$ cat src/rtl/id3v2_tag_size_checker_top_defines.svh
// Assertion macros for the ID3v2 tag size checker.
`ifndef ID3V2_TAG_SIZE_CHECKER_TOP_DEFINES_SVH
`define ID3V2_TAG_SIZE_CHECKER_TOP_DEFINES_SVH
`ifndef SYNTHESIS
// Same-cycle implication.
`define ITSC_ASSERT_IMPLY(label, clk, rst, ante, cons) \
   label: assert property (@(posedge clk) disable iff (rst) (ante) |-> (cons)) \
      else $error("itsc: implication check failed");
// Next-cycle implication.
`define ITSC_ASSERT_NEXT(label, clk, rst, ante, cons) \
   label: assert property (@(posedge clk) disable iff (rst) (ante) |=> (cons)) \
      else $error("itsc: next-cycle check failed");
`else
`define ITSC_ASSERT_IMPLY(label, clk, rst, ante, cons)
`define ITSC_ASSERT_NEXT(label, clk, rst, ante, cons)
`endif
`endif

$ cat src/rtl/itsc_pkg.sv
// Types and constants shared by the ID3v2 tag size checker files.
package itsc_pkg;

   localparam int DATA_W       = 8;
   localparam int STATUS_W     = 3;
   localparam int TAG_SIZE_W   = 29;
   localparam int CORR_W       = 28;
   localparam int SAFE_W       = 31;

   localparam int HEADER_LEN   = 10;
   localparam int FOOTER_LEN   = 10;

   localparam logic [7:0] SYNC_FIRST    = 8'hFF;
   localparam logic [7:0] SYNC_SECOND_A = 8'hFB;
   localparam logic [7:0] SYNC_SECOND_B = 8'hFA;
   localparam logic [7:0] ID_CHAR_I     = 8'h49;
   localparam logic [7:0] ID_CHAR_D     = 8'h44;
   localparam logic [7:0] ID_CHAR_3     = 8'h33;
   localparam logic [7:0] VERSION_LIMIT = 8'hFF;
   localparam logic [7:0] SAFE_LIMIT    = 8'h80;
   localparam logic [7:0] SAFE_MASK     = 8'h7F;
   localparam logic [7:0] FOOTER_FLAG   = 8'h10;

   typedef enum logic [STATUS_W-1:0] {
      STATUS_SYNC_START       = 3'd0,
      STATUS_NO_TAG           = 3'd1,
      STATUS_TAG_OK           = 3'd2,
      STATUS_BROKEN_CORRECTED = 3'd3,
      STATUS_BROKEN_NO_SYNC   = 3'd4
   } status_type;

endpackage

$ cat src/rtl/itsc_channels.sv
// Valid/ready channel interfaces for the byte input and the status result.
interface itsc_req_if import itsc_pkg::*; ();
   logic              valid;
   logic              ready;
   logic [DATA_W-1:0] data_byte;
   logic              last_byte;

   modport source (output valid, output data_byte, output last_byte, input ready);
   modport sink   (input valid, input data_byte, input last_byte, output ready);
endinterface

interface itsc_rsp_if import itsc_pkg::*; ();
   logic                  valid;
   logic                  ready;
   logic [STATUS_W-1:0]   status;
   logic [TAG_SIZE_W-1:0] tag_size;
   logic [CORR_W-1:0]     corrected_size;
   logic [SAFE_W-1:0]     corrected_synchsafe;

   modport source (output valid, output status, output tag_size, output corrected_size,
                   output corrected_synchsafe, input ready);
   modport sink   (input valid, input status, input tag_size, input corrected_size,
                   input corrected_synchsafe, output ready);
endinterface

$ cat src/rtl/id3v2_tag_size_checker_top.sv
// Top level of the ID3v2 tag size checker: byte stream in, one status per file out.
//
// Usage: stream a file on req_chan one byte per transaction from offset zero, with
// last_byte set on the final byte. Each file yields exactly one transaction on
// rsp_chan carrying status, the decoded tag size and, for a broken tag, the
// corrected size as a plain value and in synchsafe form.
// Datapath: a one-entry input register, then compare/add logic that
// updates the per-file state, then an output register for the result.
// Throughput: one byte per cycle, sustained; req_chan.ready stays high while the
// input register can drain.
// Result path: a last byte is accepted into the input register, then processed
// into the output register that drives rsp_chan; a waiting result can hold it in
// the input register in between.
// Stall: while a result waits in the output register, non-last bytes of the next
// file keep flowing; a last byte waits in the input register, with ready low, until
// the waiting result is taken.
// Reset: synchronous, active high; clears the position counter, the match flags
// and the valid bits of both channel registers. The per-file state is cleared the
// same way after every last byte, so the next file may follow at once. The header byte store needs no clearing.
// The position counter saturates at its all-ones value.
`include "id3v2_tag_size_checker_top_defines.svh"

module id3v2_tag_size_checker_top import itsc_pkg::*; #(
   parameter int POSITION_BITS = 32
) (
   input logic        clock,
   input logic        reset,
   itsc_req_if.sink   req_chan,
   itsc_rsp_if.source rsp_chan
);

   // Compare width: wide enough for the position and for tag end offsets.
   localparam int CmpW = (POSITION_BITS > 30) ? POSITION_BITS : 30;
   localparam logic [POSITION_BITS-1:0] PosMax = {POSITION_BITS{1'b1}};

   // Input register
   logic              in_valid_ff, in_valid_in;
   logic [DATA_W-1:0] in_byte_ff;
   logic              in_last_ff;

   // Per-file state
   logic [POSITION_BITS-1:0] pos_ff, pos_in;
   logic [7:0]               hs_ff [HEADER_LEN];
   logic [7:0]               hs_in [HEADER_LEN];
   logic [TAG_SIZE_W-1:0]    tag_end_ff, tag_end_in;
   logic                     thv_ff, thv_in;
   logic [7:0]               prev_ff, prev_in;
   logic                     sate_ff, sate_in;
   logic                     fsf_ff, fsf_in;
   logic [POSITION_BITS-1:0] fsp_ff, fsp_in;

   // Output register
   logic                  rsp_valid_ff, rsp_valid_in;
   status_type            status_ff, status_in;
   logic [TAG_SIZE_W-1:0] tsize_ff, tsize_in;
   logic [CORR_W-1:0]     corr_ff, corr_in;
   logic [SAFE_W-1:0]     safe_ff, safe_in;

   logic out_free;
   logic process;
   logic load_result;

   // Values after this byte, before the end-of-file clear
   logic [TAG_SIZE_W-1:0]    n_tag_end;
   logic                     n_thv;
   logic                     n_sate;
   logic                     n_fsf;
   logic [POSITION_BITS-1:0] n_fsp;
   logic                     hdr_ok;
   logic [CORR_W-1:0]        synch_val;
   logic [TAG_SIZE_W-1:0]    tag_end_calc;
   logic                     sync_hit;
   logic                     footer;
   logic [CmpW-1:0]          p_ext;
   logic [CmpW-1:0]          fsp_ext;

   assign out_free    = !rsp_valid_ff || rsp_chan.ready;
   assign process     = in_valid_ff && (!in_last_ff || out_free);
   assign load_result = process && in_last_ff;

   assign req_chan.ready = !in_valid_ff || process;
   assign in_valid_in    = (req_chan.valid && req_chan.ready) ? 1'b1 :
                           (process ? 1'b0 : in_valid_ff);

   assign rsp_chan.valid               = rsp_valid_ff;
   assign rsp_chan.status              = status_ff;
   assign rsp_chan.tag_size            = tsize_ff;
   assign rsp_chan.corrected_size      = corr_ff;
   assign rsp_chan.corrected_synchsafe = safe_ff;

   assign rsp_valid_in = load_result || (rsp_valid_ff && !rsp_chan.ready);

   always_comb begin
      hs_in = hs_ff;
      if (pos_ff < POSITION_BITS'(HEADER_LEN)) begin
         hs_in[pos_ff[3:0]] = in_byte_ff;
      end

      // Header pattern and synchsafe size, seen with the current byte in place
      hdr_ok = hs_in[0] == ID_CHAR_I && hs_in[1] == ID_CHAR_D && hs_in[2] == ID_CHAR_3 &&
               hs_in[3] < VERSION_LIMIT && hs_in[4] < VERSION_LIMIT &&
               hs_in[6] < SAFE_LIMIT && hs_in[7] < SAFE_LIMIT &&
               hs_in[8] < SAFE_LIMIT && hs_in[9] < SAFE_LIMIT;
      footer    = (hs_in[5] & FOOTER_FLAG) != 8'h00;
      synch_val = {hs_in[6][6:0], hs_in[7][6:0], hs_in[8][6:0], hs_in[9][6:0]};
      tag_end_calc = TAG_SIZE_W'(synch_val) + TAG_SIZE_W'(HEADER_LEN) +
                     (footer ? TAG_SIZE_W'(FOOTER_LEN) : '0);

      n_thv     = thv_ff;
      n_tag_end = tag_end_ff;
      if (pos_ff == POSITION_BITS'(HEADER_LEN - 1)) begin
         n_thv     = hdr_ok;
         n_tag_end = tag_end_calc;
      end

      p_ext    = CmpW'(pos_ff);
      sync_hit = (pos_ff != '0) && prev_ff == SYNC_FIRST &&
                 (in_byte_ff == SYNC_SECOND_A || in_byte_ff == SYNC_SECOND_B);

      n_fsf = fsf_ff;
      n_fsp = fsp_ff;
      if (sync_hit && !fsf_ff) begin
         n_fsf = 1'b1;
         n_fsp = pos_ff - POSITION_BITS'(1);
      end

      n_sate = sate_ff;
      if (sync_hit && pos_ff >= POSITION_BITS'(HEADER_LEN) && thv_ff &&
          p_ext == CmpW'(tag_end_ff) + CmpW'(1)) begin
         n_sate = 1'b1;
      end

      // Result for a last byte
      fsp_ext  = CmpW'(n_fsp);
      tsize_in = '0;
      corr_in  = '0;
      if (pos_ff != '0 && hs_in[0] == SYNC_FIRST &&
          (hs_in[1] == SYNC_SECOND_A || hs_in[1] == SYNC_SECOND_B)) begin
         status_in = STATUS_SYNC_START;
      end else if (pos_ff < POSITION_BITS'(HEADER_LEN - 1) || !n_thv) begin
         status_in = STATUS_NO_TAG;
      end else begin
         tsize_in = n_tag_end;
         if (n_sate && CmpW'(n_tag_end) + CmpW'(3) <= p_ext) begin
            status_in = STATUS_TAG_OK;
         end else if (n_fsf) begin
            status_in = STATUS_BROKEN_CORRECTED;
            corr_in   = fsp_ext[CORR_W-1:0] - CORR_W'(HEADER_LEN) -
                        (footer ? CORR_W'(FOOTER_LEN) : '0);
         end else begin
            status_in = STATUS_BROKEN_NO_SYNC;
         end
      end
      safe_in = {corr_in[27:21], 1'b0, corr_in[20:14], 1'b0,
                 corr_in[13:7], 1'b0, corr_in[6:0]};

      // Hold unless a byte moves through; drop all file state after the last byte
      pos_in     = pos_ff;
      tag_end_in = tag_end_ff;
      thv_in     = thv_ff;
      prev_in    = prev_ff;
      sate_in    = sate_ff;
      fsf_in     = fsf_ff;
      fsp_in     = fsp_ff;
      if (process) begin
         if (in_last_ff) begin
            pos_in     = '0;
            tag_end_in = '0;
            thv_in     = 1'b0;
            prev_in    = '0;
            sate_in    = 1'b0;
            fsf_in     = 1'b0;
            fsp_in     = '0;
         end else begin
            pos_in     = (pos_ff == PosMax) ? pos_ff : pos_ff + POSITION_BITS'(1);
            tag_end_in = n_tag_end;
            thv_in     = n_thv;
            prev_in    = in_byte_ff;
            sate_in    = n_sate;
            fsf_in     = n_fsf;
            fsp_in     = n_fsp;
         end
      end
   end

   always_ff @(posedge clock) begin
      if (reset) begin
         in_valid_ff  <= 1'b0;
         pos_ff       <= '0;
         tag_end_ff   <= '0;
         thv_ff       <= 1'b0;
         prev_ff      <= '0;
         sate_ff      <= 1'b0;
         fsf_ff       <= 1'b0;
         fsp_ff       <= '0;
         rsp_valid_ff <= 1'b0;
      end else begin
         in_valid_ff  <= in_valid_in;
         pos_ff       <= pos_in;
         tag_end_ff   <= tag_end_in;
         thv_ff       <= thv_in;
         prev_ff      <= prev_in;
         sate_ff      <= sate_in;
         fsf_ff       <= fsf_in;
         fsp_ff       <= fsp_in;
         rsp_valid_ff <= rsp_valid_in;
      end
   end

   // Payload registers: no reset
   always_ff @(posedge clock) begin
      if (req_chan.valid && req_chan.ready) begin
         in_byte_ff <= req_chan.data_byte;
         in_last_ff <= req_chan.last_byte;
      end
      if (process) begin
         hs_ff <= hs_in;
      end
      if (load_result) begin
         status_ff <= status_in;
         tsize_ff  <= tsize_in;
         corr_ff   <= corr_in;
         safe_ff   <= safe_in;
      end
   end

   // A last byte leaves the per-file state cleared
   `ITSC_ASSERT_NEXT(a_clear_after_last, clock, reset, load_result, pos_ff == '0 && !thv_ff && !fsf_ff)
   // A result appears only after a last byte has been processed
   `ITSC_ASSERT_IMPLY(a_result_source, clock, reset, $rose(rsp_valid_ff), $past(load_result))
   // A held input transaction is not overwritten
   `ITSC_ASSERT_NEXT(a_input_hold, clock, reset, in_valid_ff && !process, in_valid_ff && $stable(in_byte_ff))
   // Corrected fields are zero unless the tag was broken and corrected
   `ITSC_ASSERT_IMPLY(a_corr_zero, clock, reset, rsp_valid_ff && status_ff != STATUS_BROKEN_CORRECTED, corr_ff == '0 && safe_ff == '0)

endmodule

$ cat src/flat_wrapper.sv
// flat-port wrapper written by rule: the top's interface ports become plain ports
module id3v2_tag_size_checker_top_flat import itsc_pkg::*;
#(
   parameter int POSITION_BITS = 32
)
  (clock, reset, req_chan_valid, req_chan_data_byte, req_chan_last_byte, req_chan_ready, rsp_chan_valid, rsp_chan_status, rsp_chan_tag_size, rsp_chan_corrected_size, rsp_chan_corrected_synchsafe, rsp_chan_ready);
  itsc_req_if req_chan_i ();
  itsc_rsp_if rsp_chan_i ();
  input logic clock;
  input logic reset;
  input wire logic [$bits(req_chan_i.valid)-1:0] req_chan_valid;
  input wire logic [$bits(req_chan_i.data_byte)-1:0] req_chan_data_byte;
  input wire logic [$bits(req_chan_i.last_byte)-1:0] req_chan_last_byte;
  output wire logic [$bits(req_chan_i.ready)-1:0] req_chan_ready;
  output wire logic [$bits(rsp_chan_i.valid)-1:0] rsp_chan_valid;
  output wire logic [$bits(rsp_chan_i.status)-1:0] rsp_chan_status;
  output wire logic [$bits(rsp_chan_i.tag_size)-1:0] rsp_chan_tag_size;
  output wire logic [$bits(rsp_chan_i.corrected_size)-1:0] rsp_chan_corrected_size;
  output wire logic [$bits(rsp_chan_i.corrected_synchsafe)-1:0] rsp_chan_corrected_synchsafe;
  input wire logic [$bits(rsp_chan_i.ready)-1:0] rsp_chan_ready;
  assign req_chan_i.valid = req_chan_valid;
  assign req_chan_i.data_byte = req_chan_data_byte;
  assign req_chan_i.last_byte = req_chan_last_byte;
  assign req_chan_ready = req_chan_i.ready;
  assign rsp_chan_valid = rsp_chan_i.valid;
  assign rsp_chan_status = rsp_chan_i.status;
  assign rsp_chan_tag_size = rsp_chan_i.tag_size;
  assign rsp_chan_corrected_size = rsp_chan_i.corrected_size;
  assign rsp_chan_corrected_synchsafe = rsp_chan_i.corrected_synchsafe;
  assign rsp_chan_i.ready = rsp_chan_ready;
  id3v2_tag_size_checker_top #(.POSITION_BITS(POSITION_BITS)) u_core (.clock(clock), .reset(reset), .req_chan(req_chan_i), .rsp_chan(rsp_chan_i));
endmodule
$ cat config.mk
export PLATFORM = sky130hd
export DESIGN_NAME = id3v2_tag_size_checker_top_flat
export DESIGN_NICKNAME = d
export VERILOG_FILES = /design/src/rtl/itsc_pkg.sv /design/src/rtl/itsc_channels.sv /design/src/rtl/id3v2_tag_size_checker_top.sv /design/src/flat_wrapper.sv
export VERILOG_INCLUDE_DIRS = /design/src /design/src/rtl
export SDC_FILE = /design/constraint.sdc
export NUM_CORES = 1
export LEC_CHECK = 0
export BUFFER_PORTS_ARGS = -buffer_cell sky130_fd_sc_hd__buf_4
export CAP_MARGIN = 20
export CORE_MARGIN = 8
export CORE_UTILIZATION = 40
export DETAILED_ROUTE_END_ITERATION = 8
export GPL_ROUTABILITY_DRIVEN = 0
export PLACE_DENSITY = 0.68
export SETUP_SLACK_MARGIN = 0.15
export SLEW_MARGIN = 20
export SYNTH_ARGS = -nofsm -noshare
export SYNTH_HDL_FRONTEND = slang
export SYNTH_SLANG_ARGS = --single-unit
$ cat constraint.sdc
create_clock -name clock -period 8.5 [get_ports clock]
set_input_delay 1.275 -clock clock [delete_from_list [all_inputs] [get_ports clock]]
set_output_delay 1.275 -clock clock [all_outputs]
set_load 0.02 [all_outputs]
== After elaboration in Yosys (flattened, before gate mapping) ==
Cells that the tools add are included.
Word-level totals
  logic and storage cells: 128
  register bits: 251
Operators by class
  add/sub/neg operators: 8
  $lt $le $gt $ge: 12
  equality and inequality tests: 13
  muxes and demuxes: 24
  bitwise logic cells: 2
  reductions and logical operators: 42
Operators with widths (number)
  $bwmux W80: 1
  $mux W80: 1
  $lt A32 B4 Y1 const B: 2
  $mux W32: 2
  $mux W29: 2
  $mux W28: 2
  $eq A8 B8 Y1 const B: 6
  $lt A8 B8 Y1 const B: 6
  $add A32 B1 Y32 const B: 1
  $demux W8 S4: 1
  $eq A32 B30 Y1: 1
  $eq A32 B32 Y1 const B: 1
  $eq A32 B4 Y1 const B: 1
  $ge A32 B4 Y1 const B: 1
  $le A30 B32 Y1: 1
  $reduce_bool A32 Y1: 1
  $add A29 B1 Y30 const B: 1
  $add A29 B2 Y30 const B: 1
  $add A28 B4 Y29 const B: 1
  $add A29 B29 Y29: 1
  $sub A28 B1 Y28 const B: 1
  $sub A28 B28 Y28: 1
  $sub A28 B4 Y28 const B: 1
  $logic_and A1 B1 Y1: 22
  19 further kinds: 42

== Depth between registers and ports, before layout ==
Gate-level depths: netlist of run 1.
  depth after elaboration: 20
  gate-level depth with buffers: 34
  mapped depth without buffers: 31

== Least setup slack after synthesis of run 1 ==
Ideal clock, no wire load.
  path kind: register -> register
  start: register u_core.pos_ff[27] (netlist: u_core.p_ext[27])
  end: register u_core.corr_ff[19] (netlist: u_core.rsp_chan.corrected_size[19]) (data pin)
  period minus slack after synthesis: 8102 ps
  setup time: 266 ps
  arrival time: 7836 ps
  stages on the path, launching flop included: 32
  slack: 398 ps
  path buffers: 3
  cell sequence: dfxtp_1 or4_1 or4_1 buf_2 nor4_1 mux2i_1 nand2_1 ha_1 and2_1 nand2_1 mux2i_1 mux2i_1 a2111o_1 and3_1 buf_6 or4_4 nor4_4 nor3b_2 xor2_1 ha_1 a21o_1 a21o_1 a21o_1 a21oi_1 nor2b_1 o21ai_0 o211ai_1 a211oi_1 a21oi_1 o211ai_1 clkbuf_1 nor2_1
On the way
  longest elaborated chain between the ends: 15
  elaborated cells on any way between the ends: 54
Ends and longest elaborated chain
  start: declaration: RTL line id3v2_tag_size_checker_top.sv:42  | logic [POSITION_BITS-1:0] pos_ff, pos_in;
  start signal: assignment: RTL line id3v2_tag_size_checker_top.sv:199  | pos_ff <= pos_in;
  parallel branches: the longest is 15 deep, another holds $lt A32 B4 Y1
  end signal: assignment: RTL line id3v2_tag_size_checker_top.sv:222  | corr_ff <= corr_in;
  end: declaration: RTL line id3v2_tag_size_checker_top.sv:56  | logic [CORR_W-1:0] corr_ff, corr_in;
Parallel ways; which one is timed is not known.
A chain may end at the register's enable or synchronous reset.

== Worst setup path in the final report of run 1 ==
  start: register u_core.pos_ff[27] (netlist: u_core.p_ext[27])
  end: register u_core.corr_ff[20] (netlist: u_core.rsp_chan.corrected_size[20]) (data pin)
Same word-level chain as after synthesis.

==> results.cfg, run 1 <==
[timing]
finalCritPeriodShare = 0.921
slew_headroom = 0.291
slew_viol_final = 0
setup_tns_ns = 0
tightest_slew_ns = 1.06
setup_viol_count_final = 0
hold_slack_ns = 0.456
period_needed_ns = 7.83
worst_slack_ns = 0.672
fmax_ghz = 0.128
skew_ns = 0.0198
final_hold_viol_count = 0
rsz0062_at_grt = false

[place]
dpl.cell_count = 2269
io_buffers = 102
dp_hpwl_um = 32400
place_ws_ns = 0.463
place_area_um2 = 16600

[clocking]
cts_tree = yes
clk_latency_ns = 0.57
numCtsBuffers = 29
cts_root_buf = clkbuf_16
cts.clk_slew.worst_paths_ns = 0.06
clock_sinks = 244
cts.path.max_buffers = 3
h-tree-depth = 1

[setup_path]
end_kind = flip-flop
startpoint_type = flip-flop
required_ns = 8.81
ff2ff_path_depth = 30
worstPathArrival_ns = 8.14
crit_type = flip-flop to flip-flop
critPathMaxFanout = 28
reg2reg_from = u_core.p_ext[27]
worst_path_max_delay_cell = or4_4
crit_path_max_incr_delay_ns = 0.58
r2r_slack_ns = 0.67
r2r_end = u_core.rsp_chan.corrected_size[20]
cpMostUsedCell = a21o_1

[global_route]
grt_pass1_vias = 12800
overflow = 0
grt_max_degree = 77
grt_first_pass_wirelength_um = 70800
antenna_found_initial = 0
grt_use_total = 0.193

[routing]
drc_errors = 0
drtIter0Drc = 1293
viasPerCell = 5.71
firstDrtPassIters = 5
wl_per_cell_um = 19.3
drtAntennaViolNets = 0
finalWirelength_um = 44800
vias = 13300

[pwr]
leakage_nw = 6.89
powerDensity_nw_per_um2 = 157
power_mw = 2.77
ir_drop_mv = 0.144

[synthesis]
yosys-top-cells-area = edfxtp_1 (28%), dfxtp_1 (13%), xnor2_1 (6.4%), nor2_1 (5.9%), mux2_2 (4.0%)
yosysWarnings = 0
synth_most_common_cell = nor2_1
synth_common_cells = nor2_1 (242), nand2_1 (164), edfxtp_1 (142)
yosysTopAreaCellShare = 0.275
yosysUniqueCellTypes = 80
yosys.area.top_type = edfxtp_1
avgSynthCellArea_um2 = 8.88
async_reset_ff_frac = 0
syn_area_um2 = 15500
ys.flop_type = edfxtp_1
seq_area_frac_synth = 0.407
syn_inst = 1745
synth_edf_count = 142
ys_seq_elements = 244

[cells_and_area]
multiInputGateArea_um2 = 8320
register_area_um2 = 6310
area_growth_pct = 14.0
fin_nets = 1839
fin_cells = 2323
finish.instance_area_um2 = 17700
drive_gt1_frac = 0.153
post-route-util = 0.459
num_antenna_cells = 0
fillerInstances = 3658

[floorplan]
die_w_um = 213
rows = 72
ios = 106
die_y_um = 213
core_area_um2 = 38500
die_area_um2 = 45300
start_util = 0.403

[hold_path]
hold_depth = 2
worst_hold_path.endpoint = u_core.prev_ff[7]
worstHoldStart = u_core.prev_ff[7]
hp-class = flip-flop to flip-flop

[job]
cap_violations = 0

[outcome]
status = complete, no violations
## flip-flops by register name, indices dropped and copies added (netlist names), 3 cells and up
name / count
u_core.hs_ff: 73
u_core.rsp_chan.corrected_size: 28
u_core.fsp_ff: 28
u_core.tag_end_ff: 29
u_core.p_ext: 32
u_core.in_byte_ff: 8
u_core.rsp_chan.tag_size: 29
u_core.rsp_chan.status: 3
u_core.prev_ff: 8
## how the worst max path moves through the flow
| stage | start | endpoint | slack (ns) |
|---|---|---|---|
| after floorplan | u_core.p_ext[27] | u_core.rsp_chan.corrected_size[19] | 0.40 |
| after global placement | u_core.p_ext[27] | u_core.rsp_chan.corrected_size[0] | 0.55 |
| after detailed placement | u_core.p_ext[27] | u_core.rsp_chan.corrected_size[12] | 0.46 |
| after CTS | u_core.p_ext[27] | u_core.rsp_chan.corrected_size[20] | 0.41 |
| after global routing | u_core.p_ext[27] | u_core.rsp_chan.corrected_size[1] | 0.18 |
| final | u_core.p_ext[27] | u_core.rsp_chan.corrected_size[20] | 0.67 |
## routing by layer
layer,vias up,track usage,share of wire
li1,6306,-,-
met1,6269,0.265,0.44
met2,586,0.308,0.44
met3,109,0.0263,0.079
met4,0,0.0728,0.040
met5,-,0,0
## cells by family (layout without fill, tap and decap cells)
| family | after synthesis | count (layout) | share of synthesized area |
|---|---|---|---|
| buffers and inverters | 208 | 266 | 0.0598 |
| other | 1 | 3 | 0.000242 |
| AOI/OAI and AO/OA | 269 | 269 | 0.114 |
| DFF | 244 | 244 | 0.407 |
| muxes | 105 | 105 | 0.0731 |
| and+or+nand+nor | 727 | 727 | 0.227 |
| adders and majority gates | 43 | 43 | 0.0352 |
| xor gates and xnor gates | 148 | 148 | 0.0837 |
## area by class of cell
cell class                 instances  area share
inverter                          67      0.0142
clock buffer                      32      0.0417
timing repair buffer             146      0.0628
sequential                       244       0.357
clock inverter                    21      0.0162
tap                              518      0.0367
multi-input combinational       1295       0.471
## report_power, final
part,switching (mW),internal (mW)
sequential,0.0139,1.27
clock,0.524,0.811
combinational,0.104,0.0447
total,0.642,2.13
## cell usage in the layout, fill, tap and decap left out, types with 6 or more instances in the layout
| cell | count |
|---|---|
| nor2b_1 | 9 |
| and2_1 | 13 |
| and4_1 | 7 |
| dfxtp_1 | 102 |
| clkinv_1 | 8 |
| nor4_1 | 36 |
| a21oi_1 | 69 |
| clkbuf_16 | 29 |
| o21ai_0 | 54 |
| inv_1 | 63 |
| nand3_1 | 63 |
| o211ai_1 | 8 |
| mux2i_1 | 48 |
| xnor2_1 | 114 |
| nor3_1 | 51 |
| xor2_1 | 34 |
| nor2_1 | 239 |
| or4_1 | 18 |
| o21a_1 | 7 |
| a22oi_1 | 40 |
| and3_1 | 30 |
| o31ai_1 | 8 |
| buf_4 | 145 |
| nand2_1 | 163 |
| a211oi_1 | 8 |
| or2_2 | 6 |
| nand4_1 | 45 |
| mux2_2 | 55 |
| ha_1 | 42 |
| a21o_1 | 16 |
| a31oi_1 | 8 |
| clkinvlp_4 | 6 |
| or3_1 | 11 |
| bufinv_16 | 6 |
| edfxtp_1 | 142 |
| nand2b_1 | 8 |
## repair_timing
item	in CTS	in global routing
setup endpoints to repair	0	30
setup buffers	0	1
resized for setup	0	6
hold buffers	0	0
hold endpoints to repair	0	0
## critical path: cells and delay by family, from the launching register on
family	cells	cell delay, ns
simple gates	12	3.33
compound gates	10	2.04
fa+ha+maj	2	0.64
mux	3	0.59
buf+inv	2	0.39
flops	1	0.38
xor+xnor	1	0.17
(Power assumes the default switching activity.)
==> run 2, diff against run 1 <==
--- a/config.mk
+++ b/config.mk
@@ -8,11 +8,13 @@
 export LEC_CHECK = 0
 export BUFFER_PORTS_ARGS = -buffer_cell sky130_fd_sc_hd__buf_4
 export CAP_MARGIN = 20
+export CELL_PAD_IN_SITES_DETAIL_PLACEMENT = 1
+export CELL_PAD_IN_SITES_GLOBAL_PLACEMENT = 1
 export CORE_MARGIN = 8
 export CORE_UTILIZATION = 40
 export DETAILED_ROUTE_END_ITERATION = 8
 export GPL_ROUTABILITY_DRIVEN = 0
-export PLACE_DENSITY = 0.68
+export PLACE_DENSITY = 0.82
 export SETUP_SLACK_MARGIN = 0.15
 export SLEW_MARGIN = 20
 export SYNTH_ARGS = -nofsm -noshare
==> results.cfg, run 2 (same netlist as run 1, synthesis figures left out) <==
[timing]
final_hold_viol_count = 0
finalCritPeriodShare = 0.937
tightest_slew_ns = 1.12
period_needed_ns = 7.96
setup_tns_ns = 0
hold_slack_ns = 0.455
skew_ns = 0.0153
worst_slack_ns = 0.539
fmax_ghz = 0.126
slew_viol_final = 0
rsz0062_at_grt = false
slew_headroom = 0.253
setup_viol_count_final = 0

[cells_and_area]
final_cell_mix = nor2_1 (240), nand2_1 (163), buf_4 (149), edfxtp_1 (142), xnor2_1 (114)
regMostFlops = u_core.hs_ff
drive_gt1_frac = 0.156
finish.instance_area_um2 = 17600
area_growth_pct = 13.6
largest_register_ffs = 73
post-route-util = 0.457
fin_cells = 2328
mostFrequentLayoutCell = nor2_1
fillerInstances = 4513
fin_nets = 1843
num_antenna_cells = 0

[floorplan]
start_util = 0.403
rows = 72
ios = 106
die_y_um = 213
die_w_um = 213
die_area_um2 = 45300
core_area_um2 = 38500

[pwr]
p_int_mw = 2.00
comb_power_share = 0.057
leakage_nw = 6.87
pwr-share-seq = 0.489
p_clk_frac = 0.453
ir_drop_mv = 0.154
powerDensity_nw_per_um2 = 149
power_mw = 2.63
p_sw_frac = 0.239
p_switching_mw = 0.629

[setup_path]
critPathMaxFanout = 28
worstPathArrival_ns = 8.27
crit_type = flip-flop to flip-flop
worst_path_max_delay_cell = or4_4
startpoint = u_core.p_ext[16]
critPathBufInv = 2
ff2ff_path_depth = 30
path_delay_family = simple AND/OR/NAND/NOR gates
crit_path_max_incr_delay_ns = 0.60
r2r_end = u_core.rsp_chan.corrected_size[23]
required_ns = 8.81
r2r_slack_ns = 0.54
cpMostUsedCell = a21o_1
startpoint_type = flip-flop
end_kind = flip-flop
reg2reg_from = u_core.p_ext[16]

[clocking]
cts_tree = yes
numCtsBuffers = 29
clock_sinks = 244
clk_latency_ns = 0.57
cts.path.max_buffers = 3
cts_root_buf = clkbuf_16
cts.clk_slew.worst_paths_ns = 0.06
h-tree-depth = 1

[routing]
drc_errors = 0
finalWirelength_um = 50200
wl_per_cell_um = 21.6
drtIter0Drc = 821
firstDrtPassIters = 6
drtAntennaViolNets = 0
vias = 13600
viasPerCell = 5.83

[hold_path]
hp-class = flip-flop to flip-flop
worst_hold_path.endpoint = u_core.prev_ff[1]
hold_depth = 2
worstHoldStart = u_core.prev_ff[1]

[outcome]
status = complete, no violations

[global_route]
overflow = 0
antenna_found_initial = 0
use_met1 = 0.280
grt_pass1_vias = 14100
busiest_layer = met2
grtUsageMet3 = 0.0264
globalRouteMet2Util = 0.365
grt_first_pass_wirelength_um = 78800
grt_use_total = 0.217
grt_max_degree = 77

[place]
dpl.cell_count = 2271
place_area_um2 = 16600
dp_hpwl_um = 37100
place_ws_ns = 0.178
io_buffers = 102

[job]
cap_violations = 0
-- run 2: power by group through the flow --
stage          registers [mW]  logic, mW  clock network (mW)
6_report                 1.29      0.151                1.19
2_1_floorplan            1.31     0.0982                   0
5_1_grt                  1.29      0.163                1.26
3_5_place_dp             1.31      0.149                   0
4_1_cts                  1.29      0.150                1.21
3_3_place_gp             1.31      0.143                   0
-- run 2: repair_timing --
action	CTS	global route
pin swaps	0	2
gates resized for setup	1	13
hold buffers	0	0
buffers inserted	0	3
setup endpoints to repair	15	31
-- run 2: worst reg2reg max path: cells and delay by family (launching register included) --
family | cells | cell delay, ns
buffers and inverters | 2 | 0.40
multiplexers | 3 | 0.58
adder cells (fa/ha/maj) | 2 | 0.69
flip-flops | 1 | 0.41
AO/OA/AOI/OAI | 10 | 2.10
XOR/XNOR | 1 | 0.20
AND/OR/NAND/NOR | 12 | 3.32
-- run 2: layout make-up --
type | count | area (µm²) | share of cell area
clock inverter | 14 | 104 | 0.00590
tap | 518 | 648 | 0.0368
timing repair buffer | 150 | 1140 | 0.0647
clock buffer | 40 | 797 | 0.0453
multi-input combinational | 1295 | 8350 | 0.475
sequential | 244 | 6310 | 0.358
inverter | 67 | 251 | 0.0143
-- run 2: worst max-delay path by stage --
| stage | slack, ns | depth (start not counted) | end |
|---|---|---|---|
| floorplan | 0.40 | 31 | u_core.rsp_chan.corrected_size[19] |
| global placement | 0.44 | 31 | u_core.rsp_chan.corrected_size[27] |
| detailed placement | 0.18 | 31 | u_core.rsp_chan.corrected_size[7] |
| CTS | 0.22 | 31 | u_core.rsp_chan.corrected_size[7] |
| global route | 0.15 | 30 | u_core.rsp_chan.corrected_size[21] |
| finish | 0.54 | 30 | u_core.rsp_chan.corrected_size[23] |
-- run 2: layer usage --
metal / routed length, µm / vias to the layer above
met5: 0 / -
li1: - / 6300
met1: 21300 / 6678
met2: 23600 / 458
met3: 3050 / 142
met4: 2180 / 0
